`src/sv/tfd_pkg.sv`:
```
// ============================================================================
// tfd_pkg: shared types and constants for the tilt and fall detector
// widths of the angle, limit and counter fields, fall codes, register indexes
// ============================================================================
package tfd_pkg;

  localparam int ANGLE_BITS    = 13;
  localparam int LIMIT_BITS    = 12;
  localparam int HOLD_BITS     = 16;
  localparam int COUNT_BITS    = 16;
  localparam int DIR_BITS      = 3;
  localparam int CFG_IDX_BITS  = 2;
  localparam int CFG_DATA_BITS = 16;

  // signed compare width: holds |angle|, a limit and twice either
  localparam int CMP_BITS = ((ANGLE_BITS > LIMIT_BITS) ? ANGLE_BITS : LIMIT_BITS) + 2;
  // counter versus hold compare width
  localparam int CNT_CMP_BITS = (COUNT_BITS > HOLD_BITS) ? COUNT_BITS : HOLD_BITS;

  typedef logic signed [ANGLE_BITS-1:0]   angle_t;
  typedef logic        [LIMIT_BITS-1:0]   limit_t;
  typedef logic        [HOLD_BITS-1:0]    hold_t;
  typedef logic        [COUNT_BITS-1:0]   count_t;
  typedef logic        [DIR_BITS-1:0]     dir_t;
  typedef logic        [CFG_IDX_BITS-1:0] cfg_idx_t;
  typedef logic        [CFG_DATA_BITS-1:0] cfg_data_t;
  typedef logic signed [CMP_BITS-1:0]     cmp_t;
  typedef logic        [CNT_CMP_BITS-1:0] cnt_cmp_t;

  // fall direction codes
  localparam dir_t FALL_NONE     = 3'd0;
  localparam dir_t FALL_LEFT     = 3'd1;
  localparam dir_t FALL_RIGHT    = 3'd2;
  localparam dir_t FALL_BACKWARD = 3'd3;
  localparam dir_t FALL_FORWARD  = 3'd4;

  // configuration register indexes
  localparam cfg_idx_t CFG_ROLL_LIMIT  = 2'd0;
  localparam cfg_idx_t CFG_PITCH_LIMIT = 2'd1;
  localparam cfg_idx_t CFG_HOLD_TICKS  = 2'd2;
  localparam cfg_idx_t CFG_SERVO_CUT   = 2'd3;

  // register reset values
  localparam limit_t ROLL_LIMIT_RST  = 12'd800;
  localparam limit_t PITCH_LIMIT_RST = 12'd880;
  localparam hold_t  HOLD_TICKS_RST  = 16'd50;

endpackage

```
`src/sv/tfd_if.sv`:
```
// ============================================================================
// tfd_in_if / tfd_out_if: valid/ready channels of the tilt and fall detector
// sensor tick channel and result channel, each with source and sink modports
// ============================================================================
interface tfd_in_if;
  import tfd_pkg::*;

  logic   valid;
  logic   ready;
  angle_t roll_angle;
  angle_t pitch_angle;

  modport source (output valid, output roll_angle, output pitch_angle, input ready);
  modport sink   (input valid, input roll_angle, input pitch_angle, output ready);
endinterface

interface tfd_out_if;
  import tfd_pkg::*;

  logic valid;
  logic ready;
  logic tilt_now;
  dir_t fall_direction;
  logic servo_off;
  logic motion_accept;

  modport source (output valid, output tilt_now, output fall_direction,
                  output servo_off, output motion_accept, input ready);
  modport sink   (input valid, input tilt_now, input fall_direction,
                  input servo_off, input motion_accept, output ready);
endinterface

```
`src/sv/tilt_fall_detector_core.sv`:
```
// ============================================================================
// tilt_fall_detector_core: tilt flag, fall direction and servo-off latch
// per sensor tick: compares roll/pitch against limits, counts ticks beyond
// a limit, latches servo off on a new tilt event, flags recovery
// ============================================================================
// an input transfer goes into the input register, then into the result register
// throughput: one tick per cycle unless results stall; the single decision stage
//   between the registers updates the detector state in the cycle an item passes it
// the result register frees its slot in the same cycle it is taken, so a
//   stalled result blocks input only once both registers are full
// reset (rst_n low, synchronous): pipeline empty, counter, fall code and
//   servo-off latch cleared, registers back to their default values
module tilt_fall_detector_core (
  input  logic               clk,
  input  logic               rst_n,
  tfd_in_if.sink             in_ch,
  tfd_out_if.source          out_ch,
  input  logic               cfg_we,
  input  tfd_pkg::cfg_idx_t  cfg_index,
  input  tfd_pkg::cfg_data_t cfg_data
);
  import tfd_pkg::*;

  // configuration registers
  limit_t roll_limit_r;
  limit_t pitch_limit_r;
  hold_t  hold_ticks_r;
  logic   servo_cut_r;

  // input stage
  logic   in_valid_r;
  angle_t roll_r;
  angle_t pitch_r;

  // detector state
  count_t beyond_cnt_r, beyond_cnt_nxt;
  dir_t   fall_code_r, fall_code_nxt;
  logic   prev_cut_r;
  logic   servo_off_r, servo_off_nxt;

  // result stage
  logic   out_valid_r;
  logic   tilt_r;
  dir_t   dir_r;
  logic   servo_r;
  logic   accept_r;

  // datapath
  cmp_t   roll_x, pitch_x, rl_x, pl_x, abs_roll, abs_pitch;
  logic   tilt_now, cut_req, accept_now;
  dir_t   zone_code;
  count_t cnt_inc;

  logic   out_free, advance;

  // handshake: result slot frees when empty or being taken this cycle
  assign out_free    = !out_valid_r || out_ch.ready;
  assign advance     = in_valid_r && out_free;
  assign in_ch.ready = !in_valid_r || out_free;

  assign out_ch.valid          = out_valid_r;
  assign out_ch.tilt_now       = tilt_r;
  assign out_ch.fall_direction = dir_r;
  assign out_ch.servo_off      = servo_r;
  assign out_ch.motion_accept  = accept_r;

  // configuration writes, low bits of each register kept
  always_ff @(posedge clk) begin
    if (!rst_n) begin
      roll_limit_r  <= ROLL_LIMIT_RST;
      pitch_limit_r <= PITCH_LIMIT_RST;
      hold_ticks_r  <= HOLD_TICKS_RST;
      servo_cut_r   <= 1'b0;
    end else if (cfg_we) begin
      unique case (cfg_index)
        CFG_ROLL_LIMIT:  roll_limit_r  <= cfg_data[LIMIT_BITS-1:0];
        CFG_PITCH_LIMIT: pitch_limit_r <= cfg_data[LIMIT_BITS-1:0];
        CFG_HOLD_TICKS:  hold_ticks_r  <= cfg_data[HOLD_BITS-1:0];
        CFG_SERVO_CUT:   servo_cut_r   <= cfg_data[0];
        default: ;
      endcase
    end
  end

  // decision logic on the registered angles
  always_comb begin
    // widen to a common signed compare width
    roll_x    = cmp_t'(roll_r);
    pitch_x   = cmp_t'(pitch_r);
    rl_x      = cmp_t'(roll_limit_r);
    pl_x      = cmp_t'(pitch_limit_r);
    abs_roll  = roll_x[CMP_BITS-1]  ? -roll_x  : roll_x;
    abs_pitch = pitch_x[CMP_BITS-1] ? -pitch_x : pitch_x;

    // tilt: magnitude strictly above limit
    tilt_now = (abs_roll > rl_x) || (abs_pitch > pl_x);

    // servo-off latch sets on a rising cut request
    cut_req       = servo_cut_r && tilt_now;
    servo_off_nxt = servo_off_r || (cut_req && !prev_cut_r);

    // zone priority: roll+, roll-, pitch+, pitch-
    priority if (roll_x >= rl_x)   zone_code = FALL_LEFT;
    else if (roll_x <= -rl_x)      zone_code = FALL_RIGHT;
    else if (pitch_x >= pl_x)      zone_code = FALL_BACKWARD;
    else if (pitch_x <= -pl_x)     zone_code = FALL_FORWARD;
    else                           zone_code = FALL_NONE;

    // saturating counter
    cnt_inc = (&beyond_cnt_r) ? beyond_cnt_r : beyond_cnt_r + count_t'(1);

    beyond_cnt_nxt = beyond_cnt_r;
    fall_code_nxt  = fall_code_r;
    accept_now     = 1'b0;
    if (zone_code != FALL_NONE) begin
      beyond_cnt_nxt = cnt_inc;
      if (cnt_cmp_t'(cnt_inc) > cnt_cmp_t'(hold_ticks_r)) begin
        fall_code_nxt = zone_code;
      end
    end else if (((abs_roll <<< 1) < rl_x) && ((abs_pitch <<< 1) < pl_x)) begin
      // recovered: both inside half limits
      beyond_cnt_nxt = '0;
      fall_code_nxt  = FALL_NONE;
      accept_now     = 1'b1;
    end
  end

  // control and state registers
  always_ff @(posedge clk) begin
    if (!rst_n) begin
      in_valid_r   <= 1'b0;
      out_valid_r  <= 1'b0;
      beyond_cnt_r <= '0;
      fall_code_r  <= FALL_NONE;
      prev_cut_r   <= 1'b0;
      servo_off_r  <= 1'b0;
    end else begin
      if (in_ch.ready) begin
        in_valid_r <= in_ch.valid;
      end
      if (out_free) begin
        out_valid_r <= in_valid_r;
      end
      if (advance) begin
        beyond_cnt_r <= beyond_cnt_nxt;
        fall_code_r  <= fall_code_nxt;
        prev_cut_r   <= cut_req;
        servo_off_r  <= servo_off_nxt;
      end
    end
  end

  // payload registers
  always_ff @(posedge clk) begin
    if (in_ch.valid && in_ch.ready) begin
      roll_r  <= in_ch.roll_angle;
      pitch_r <= in_ch.pitch_angle;
    end
    if (advance) begin
      tilt_r   <= tilt_now;
      dir_r    <= fall_code_nxt;
      servo_r  <= servo_off_nxt;
      accept_r <= accept_now;
    end
  end

endmodule

```
`src/flat_wrapper.sv`:
```
// flat-port wrapper written by rule: the top's interface ports become plain ports
module tilt_fall_detector_core_flat import tfd_pkg::*;
  (clk, rst_n, cfg_we, cfg_index, cfg_data, in_ch_valid, in_ch_roll_angle, in_ch_pitch_angle, in_ch_ready, out_ch_valid, out_ch_tilt_now, out_ch_fall_direction, out_ch_servo_off, out_ch_motion_accept, out_ch_ready);
  tfd_in_if in_ch_i ();
  tfd_out_if out_ch_i ();
  input  logic clk;
  input  logic rst_n;
  input  logic cfg_we;
  input  tfd_pkg::cfg_idx_t cfg_index;
  input  tfd_pkg::cfg_data_t cfg_data;
  input wire logic [$bits(in_ch_i.valid)-1:0] in_ch_valid;
  input wire logic [$bits(in_ch_i.roll_angle)-1:0] in_ch_roll_angle;
  input wire logic [$bits(in_ch_i.pitch_angle)-1:0] in_ch_pitch_angle;
  output wire logic [$bits(in_ch_i.ready)-1:0] in_ch_ready;
  output wire logic [$bits(out_ch_i.valid)-1:0] out_ch_valid;
  output wire logic [$bits(out_ch_i.tilt_now)-1:0] out_ch_tilt_now;
  output wire logic [$bits(out_ch_i.fall_direction)-1:0] out_ch_fall_direction;
  output wire logic [$bits(out_ch_i.servo_off)-1:0] out_ch_servo_off;
  output wire logic [$bits(out_ch_i.motion_accept)-1:0] out_ch_motion_accept;
  input wire logic [$bits(out_ch_i.ready)-1:0] out_ch_ready;
  assign in_ch_i.valid = in_ch_valid;
  assign in_ch_i.roll_angle = in_ch_roll_angle;
  assign in_ch_i.pitch_angle = in_ch_pitch_angle;
  assign in_ch_ready = in_ch_i.ready;
  assign out_ch_valid = out_ch_i.valid;
  assign out_ch_tilt_now = out_ch_i.tilt_now;
  assign out_ch_fall_direction = out_ch_i.fall_direction;
  assign out_ch_servo_off = out_ch_i.servo_off;
  assign out_ch_motion_accept = out_ch_i.motion_accept;
  assign out_ch_i.ready = out_ch_ready;
  tilt_fall_detector_core u_core (.clk(clk), .rst_n(rst_n), .in_ch(in_ch_i), .out_ch(out_ch_i), .cfg_we(cfg_we), .cfg_index(cfg_index), .cfg_data(cfg_data));
endmodule
```
`config.mk`:
```
export PLATFORM = sky130hd
export DESIGN_NAME = tilt_fall_detector_core_flat
export DESIGN_NICKNAME = d
export VERILOG_FILES = /design/src/sv/tfd_pkg.sv /design/src/sv/tfd_if.sv /design/src/sv/tilt_fall_detector_core.sv /design/src/flat_wrapper.sv
export SDC_FILE = /design/constraint.sdc
export NUM_CORES = 1
export LEC_CHECK = 0
export BUFFER_PORTS_ARGS = -buffer_cell sky130_fd_sc_hd__buf_2
export CAP_MARGIN = 5
export CORE_MARGIN = 2
export CORE_UTILIZATION = 35
export CTS_CLUSTER_SIZE = 40
export DETAILED_ROUTE_END_ITERATION = 10
export MAX_ROUTING_LAYER = met4
export SYNTH_ARGS = -nofsm -noshare
export SYNTH_HDL_FRONTEND = slang
export SYNTH_SLANG_ARGS = --single-unit
```
`constraint.sdc`:
```
create_clock -name clk -period 4.6 [get_ports clk]
set_input_delay 0.23 -clock clk [delete_from_list [all_inputs] [get_ports clk]]
set_output_delay 0.23 -clock clk [all_outputs]
set_load 0.05 [all_outputs]
```
### Word level (Yosys, flattened, before mapping)

Index checks and enable logic that the tools add are counted.

* muxes and demuxes: 13
* add/subtract/negate cells: 5
* order comparisons: 9
* reductions and logical operators: 21
* equal/unequal tests: 3

Operators with widths (number)
* 2-to-1 mux 16 bit: 3
* > comparator 15 x 13 -> 1 bit: 2
* <= comparator 13 x 15 -> 1 bit: 2
* less-than comparator 15 x 13 -> 1 bit: 2
* 2-to-1 mux 15 bit: 2
* negator 12 -> 15 bit: 2
* negator 13 -> 15 bit: 2
* greater-or-equal comparator 13 bit: 2
* 2-to-1 mux 3 bit: 7
* adder 16 x 1 -> 16 bit (second input constant): 1
* > comparator 16 bit: 1
* AND reduction 16 bit: 1
* AND reduction 2 bit: 5
* logical AND 1 bit: 5
* == test 2 bit (second input constant): 2
* logical OR 1 bit: 4
* logical NOT 1 bit: 3
* nonzero test 3 bit: 1
* == test 2 x 1 -> 1 bit (second input constant): 1
* logical NOT 2 bit: 1
* nonzero test 2 bit: 1
* 2-to-1 mux 1 bit: 1

* flip-flop bits (word level): 96
* input port bits: 49
* output and inout port bits: 8

### Longest topological paths before layout

Gate-level depths: netlist of run 1.

* word-level depth: 9
* depth in mapped cells: 16
* depth with buffers taken out: 14

### Least setup slack after synthesis of run 1

Ideal clock, no wire load.

* kind: register -> register
* start point: register u_core.roll_r[4]
* end point: register u_core.beyond_cnt_r[14]
* cell stages (with the launch flop): 15
* clock period less this slack: 3.914 ns
* arrival: 3.786 ns
* required time: 4.472 ns
* library setup time: 0.128 ns
* path slack: 0.686 ns
* cell sequence: edfxtp_1 nor4_1 nand2_1 or3_1 o31ai_1 xnor2_1 ha_1 a211oi_1 o21ai_0 or4_1 or4b_1 buf_2 a21oi_4 buf_6 o22ai_1

* word-level cells in the longest chain between the ends: 6
* elaborated cells on any way between the ends: 12

Ends and longest elaborated chain
* start, declared: RTL line tilt_fall_detector_core.sv:32 `angle_t roll_r;`
* start signal, assigned: RTL line tilt_fall_detector_core.sv:156 `roll_r <= in_ch.roll_angle;`
* negator 13 -> 15 bit / <= comparator 13 x 15 -> 1 bit (equally long branches): RTL line tilt_fall_detector_core.sv:92, tilt_fall_detector_core.sv:104
* 2-to-1 mux 15 bit / 2-to-1 mux 3 bit (equally long branches): RTL line tilt_fall_detector_core.sv:92, tilt_fall_detector_core.sv:104
* less-than comparator 15 x 13 -> 1 bit / 2-to-1 mux 3 bit (equally long branches): RTL line tilt_fall_detector_core.sv:120, tilt_fall_detector_core.sv:103
* logical AND 1 bit / nonzero test 3 bit (equally long branches): RTL line tilt_fall_detector_core.sv:120, tilt_fall_detector_core.sv:115
* nonzero test 2 bit (no line)
* AND reduction 2 bit (no line)
* end signal, assigned: RTL line tilt_fall_detector_core.sv:145 `beyond_cnt_r <= beyond_cnt_nxt;`
* end, declared: RTL line tilt_fall_detector_core.sv:36 `count_t beyond_cnt_r, beyond_cnt_nxt;`

Several ways; a longest one is shown, not always the timed one.
A chain may end at the register's enable or synchronous reset.

### Final worst setup path of run 1

* start point: register u_core.roll_r[4]
* end point: register u_core.beyond_cnt_r[13]

Same word-level chain as after synthesis.

==> metrics.cfg, run 1 <==
[clock_tree]
cts_resized=0
cts_buffers=9
clock_sinks=96
cts_setup_buffers=0
clock_path_buffers=2
path_clk_slew_ps=70
cts_tree=done
cts_max_level=3
ctsHoldBuffers=0
clk_latency_ps=350
root_buffer=clkbuf_16

[outcome]
status=complete, no violations

[synth]
yosys_warnings=0
yosys_most_used_dff=dfxtp_1
async_flop_share_pct=0
synthDistinctLibCells=60
ys_seq_elements=96
seq_area_frac_synth_pct=30.8
synthesis.nets=1007
synth_edf_count=32
yosys.area.top_type=ha_1
synth.avg_cell_area_um2=8.64
yosysTopAreaCellShare_pct=20.1
synthTopCellsByArea=ha_1 (20%), dfxtp_1 (18%), edfxtp_1 (13%)
netlist_area_mm2=0.00727
netlist_instances=841

[sta]
setup_violations=0
fmax_mhz=233
fin_skew_ps=8.52
max_slew_margin_pct=54.0
grt_setup_unrepaired=no
worst_slack_ps=309
final-hold-violation-count=0
finalCritPeriodShare_pct=93.3
tns_ps=0
drv_slew=0
period_minus_slack_ps=4290
tightest_slew_ps=690

[placement]
place.gp.congestion=0.902
placed_cell_area_mm2=0.00787
port_buffers=56
pre_cts_slack_ps=341
dp_hpwl_um=14300

[critical_path]
cp_cell_sequence=nor4_1, nand2_1, or3_1, o31ai_1, xnor2_1, ha_1, a211oi_1, o21ai_0, or4_1, or4b_1, a21oi_4, buf_12, o22ai_1
path_delay_family=simple AND/OR/NAND/NOR gates
rr_endpoint=u_core.beyond_cnt_r[13]
r2r_cells=13
slowest_stage=or4b_1
r2r_start=u_core.roll_r[4]
cp_data_required_time_ps=4820
endpoint_kind=register
cp.arrival_ps=4510
path_buf_inv=1
rrSetupSlack_ps=310
crit_fanout=19
cp-start-kind=register
slowest_delay_ps=680
critPathKind=register to register

[global_route]
grt_pass1_wl_um=29900
track_usage_pct=17.5
grt_pass1_vias=5810
grt_max_degree=74
overflow=0
antenna_found_initial=0

[die]
coreArea_mm2=0.0203
floorplan.initialDensity_pct=35.8
rows=52
die_h_um=148
io_pins=57
die_width_um=148
fp.dieArea_mm2=0.0219

[min_path]
worst_hold_path_type=primary input to register
min_from=in_ch_roll_angle[6]
hold_end=u_core.roll_r[6]
hold_path_depth=1

[routing]
dr.first_iter.drc_count=339
wl_um=18100
dr.pass1.iters=5
wire_per_inst_um=15.5
ant_nets=0
vias_per_cell=5.18
drc=0
via_count=6047

[pwr]
leakage_nw=3.38
power.total_mw=2.10
ir_drop_v=0.000178
p_per_area_mw_per_mm2=258

[layout]
drive_gt1_share_pct=9.69
layout_commonest_cell=nand2_1
final_area_mm2=0.00815
layout_common_cells=nand2_1 (135), ha_1 (117), inv_1 (67)
num_antenna_cells=0
areaGrowthSynthToFinish_pct=12.1
final_nets=1059
final_core_util_pct=40.1

[run]
maxCapViolations=0

[flip-flops by register name (all words and copies together) (netlist names)]
register / cells
u_core.beyond_cnt_r: 16
u_core.hold_ticks_r: 16
u_core.pitch_r: 13
u_core.roll_r: 13
u_core.pitch_limit_r: 12
u_core.roll_limit_r: 12
u_core.fall_code_r: 3
u_core.out_ch.fall_direction: 3
u_core.in_valid_r: 1
u_core.out_ch.motion_accept: 1
u_core.out_ch.servo_off: 1
u_core.out_ch.tilt_now: 1
u_core.out_ch.valid: 1
u_core.prev_cut_r: 1
u_core.servo_cut_r: 1
u_core.servo_off_r: 1
[worst max-delay path by stage]
stage | depth (start not counted) | end | from | slack (ps)
6_report | 13 | u_core.beyond_cnt_r[13] | u_core.roll_r[4] | 310
3_3_place_gp | 13 | u_core.beyond_cnt_r[14] | u_core.roll_r[4] | 350
2_1_floorplan | 14 | u_core.beyond_cnt_r[14] | u_core.roll_r[4] | 690
5_1_grt | 13 | u_core.beyond_cnt_r[11] | u_core.roll_r[4] | 30
4_1_cts | 13 | u_core.fall_code_r[1] | u_core.roll_r[4] | 300
3_5_place_dp | 13 | u_core.beyond_cnt_r[13] | u_core.roll_r[4] | 340
[per-stage QoR]
step	std cells	hold slack, ps
after global routing	1168	42.3
after CTS	1167	38.7
after detailed placement	1151	408
after global placement	1151	408
final	1168	48.5
after floorplan	841	329
[worst register-to-register path, delay by kind of cell (launching register included)]
kind            cells  cell delay, ps
xor+xnor            1             190
simple gates        5            2130
compound gates      5             900
buf+inv             1             170
flops               1             460
fa+ha+maj           1             300
[routing by layer]
metal	GRT usage, %	share of wire [%]	vias up
met2	25.9	43	93
met1	25.2	53	2795
li1	-	-	3146
met3	2.21	2.7	13
met5	-	0	-
met4	4.62	1.4	0
[synth_stat cells (all sizes together) (3+ instances only)]
cell type and n:
nand2 135, ha 117, inv 67, dfxtp 64, xnor2 41, a21oi 38
edfxtp 32, nor2 31, a21boi 30, nand4 24, o21ai 24, clkbuf 23
nor3 20, nand3 19, o22ai 16, o211ai 15, nor2b 14, a21o 13
nor4 8, o31ai 8, xor2 8, and3 7, mux2i 7, nand2b 7
o21a 7, nand3b 6, a211oi 5, o2bb2ai 5, a2111oi 4, o41ai 4
a211o 3, and4 3, or3 3, or4 3
[kinds of logic after synthesis]
logic type                 count (synthesis)  share of synthesized area [%]
and+or+nand+nor                          291                           19.3
AOI/OAI and AO/OA                        189                           18.0
adders and majority gates                117                           20.1
DFF                                       96                           30.8
buffers and inverters                     92                           4.87
xor gates and xnor gates                  49                           5.90
muxes                                      7                          0.964
[cell type report]
type | count | area, um^2
repair buffers | 66 | 372
clock buffers | 12 | 246
multi-input cells | 653 | 4670
well taps | 270 | 338
flip-flops and latches | 96 | 2240
clock inverters | 4 | 26.3
inverters | 67 | 251
fillers | 2101 | 12200
[power by group]
| part | switching [mW] | internal [mW] |
|---|---|---|
| registers | 0.0389 | 0.910 |
| clock network | 0.340 | 0.384 |
| logic | 0.249 | 0.180 |
Note: power is estimated with default switching activity, not from simulation.
==> inputs of run 2 (changes only) <==
--- a/config.mk
+++ b/config.mk
@@ -5,13 +5,15 @@
 export SDC_FILE = /design/constraint.sdc
 export NUM_CORES = 1
 export LEC_CHECK = 0
+export ABC_AREA = 1
 export BUFFER_PORTS_ARGS = -buffer_cell sky130_fd_sc_hd__buf_2
 export CAP_MARGIN = 5
 export CORE_MARGIN = 2
-export CORE_UTILIZATION = 35
+export CORE_UTILIZATION = 50
 export CTS_CLUSTER_SIZE = 40
 export DETAILED_ROUTE_END_ITERATION = 10
 export MAX_ROUTING_LAYER = met4
+export PLACE_DENSITY = 0.68
 export SYNTH_ARGS = -nofsm -noshare
 export SYNTH_HDL_FRONTEND = slang
 export SYNTH_SLANG_ARGS = --single-unit
==> run 2 against run 1 <==
Net effect: synthesized cell count up 17%; die area down 27%; maximum frequency up 22%; utilization up 16 points; cell count up 5.0%; via count up 5.6%; sequential cell count unchanged; largest cell class unchanged; critical path depth up 8; clock power up 5.9%; largest power group unchanged; wire length down 6.0%; combinational power up 14%.
==> metrics.cfg, run 2 <==
[layout]
drive_gt1_share_pct=12.2
layout_common_cells=nand2_1 (216), inv_1 (121), ha_1 (117)
areaGrowthSynthToFinish_pct=9.30
final_nets=1203
layout_commonest_cell=nand2_1
num_antenna_cells=0
reg_top3=u_core.beyond_cnt_r (16), u_core.hold_ticks_r (16)
final_area_mm2=0.00822

[critical_path]
cp_data_required_time_ps=4880
cp.arrival_ps=3780
endpoint_kind=register
crit_fanout=19
cp-startpoint=u_core.roll_limit_r[1]
cp-start-kind=register
r2r_start=u_core.roll_limit_r[1]
critPathKind=register to register
r2r_cells=21

[min_path]
min_from=in_ch_roll_angle[12]
hold_path_depth=1
worst_hold_path_type=primary input to register

[clock_tree]
clock_sinks=96
ctsHoldBuffers=0
cts_resized=0
clk_latency_ps=360
cts_buffers=9
clock_path_buffers=2
root_buffer=clkbuf_16
cts_tree=done
cts_max_level=3
cts_setup_buffers=0
path_clk_slew_ps=80

[placement]
placed_cell_area_mm2=0.00792
pre_cts_slack_ps=1130
place.gp.congestion=0.869
port_buffers=56
dp_hpwl_um=13600

[outcome]
status=complete, no violations

[global_route]
grt_pass1_wl_um=27800
track_usage_pct=22.0
grt_max_degree=45
overflow=0
antenna_found_initial=0
grt_pass1_vias=5839

[pwr]
p_per_area_mw_per_mm2=269
leakage_nw=3.86
power.total_mw=2.21
ir_drop_v=0.000168

[routing]
dr.pass1.iters=7
wire_per_inst_um=13.9
via_count=6383
drc=0
vias_per_cell=5.21
dr.first_iter.drc_count=251
wl_um=17000
ant_nets=0

[sta]
tightest_slew_ps=1070
setup_violations=0
drv_slew=0
fin_skew_ps=6.81
fmax_mhz=285
grt_setup_unrepaired=no
period_minus_slack_ps=3510
final-hold-violation-count=0
finalCritPeriodShare_pct=76.2
tns_ps=0
max_slew_margin_pct=28.5
worst_slack_ps=1090

[die]
die_h_um=127
coreArea_mm2=0.0146
io_pins=57
die_width_um=127
fp.dieArea_mm2=0.0160
rows=44
floorplan.initialDensity_pct=51.5

[synth]
netlist_instances=987
synthTopCellsByArea=ha_1 (19%), dfxtp_1 (17%), edfxtp_1 (13%)
synth_edf_count=32
synth.avg_cell_area_um2=7.62
yosys_most_used_dff=dfxtp_1
netlist_area_mm2=0.00752
yosysTopAreaCellShare_pct=19.5
ys_seq_elements=96
yosys.area.top_type=ha_1
synth_most_common_cell=nand2_1
synthDistinctLibCells=44
async_flop_share_pct=0
seq_area_frac_synth_pct=29.8
yosys_warnings=0
synthesis.nets=1153
synthTopCellsByCount=nand2_1 (216), inv_1 (121), ha_1 (117)

[run]
maxCapViolations=0

==> run 2: routing by layer <==
layer,track usage [%],share of wire (%),wire length [um]
met1,30.1,51,8630
met2,34.6,45,7620
met3,2.36,3.2,538
met4,6.33,1.4,240
met5,-,0,0
==> run 2: critical path, cell delays in order, from the launching register on <==
cell,delay (ps)
dfxtp_1,310
inv_1,160
ha_1,220
nand3_1,120
nor3_1,260
inv_1,80
nor2_1,170
nand2_1,120
o31ai_1,210
nand2_1,90
ha_1,300
a21oi_1,160
nand2_1,70
a21oi_1,160
nand2_1,70
nand2_1,70
nand3_2,110
nor3_2,160
nand3_2,130
nand2_4,220
nand2_1,100
a21oi_2,120
==> run 2: final timing paths <==
path | end | slack, ps
worst max-delay path | u_core.beyond_cnt_r[13] | 1090
worst min-delay path | u_core.roll_r[12] | 50
worst max register to register | u_core.beyond_cnt_r[13] | 1090
worst min register to register | u_core.hold_ticks_r[15] | 470
==> run 2: final cells by class <==
type	count	area (um^2)
Clock buffer	9	225
Sequential cell	96	2240
Clock inverter	7	70.1
Timing Repair Buffer	56	280
Tap cell	184	230
Inverter	127	482
Multi-Input combinational cell	747	4690
Fill cell	1383	6370
==> run 2: power by group <==
part / total [mW] / switching (mW) / internal (mW)
clock network: 0.768 / 0.383 / 0.386
logic: 0.491 / 0.305 / 0.186
registers: 0.951 / 0.0352 / 0.916
total: 2.21 / 0.723 / 1.49
==> run 2: through the flow <==
| step | cells | util [%] | hold slack [ps] |
|---|---|---|---|
| after global routing | 1226 | 56.3 | 31.6 |
| after global placement | 1210 | 54.3 | 406 |
| after floorplan | 987 | - | 329 |
| after CTS | 1226 | 56.3 | 31.2 |
| after detailed placement | 1210 | 54.3 | 408 |
| final | 1226 | 56.3 | 45.3 |
==> run 2: logic make-up (layout without fill, tap and decap cells) <==
family | count (synthesis) | count (layout) | share of synthesized area [%]
AND/OR/NAND/NOR | 409 | 409 | 24.3
adder cells (fa/ha/maj) | 117 | 117 | 19.5
AO/OA/AOI/OAI | 176 | 176 | 13.3
flip-flops | 96 | 96 | 29.8
buffers and inverters | 144 | 199 | 7.82
XOR/XNOR | 45 | 45 | 5.24
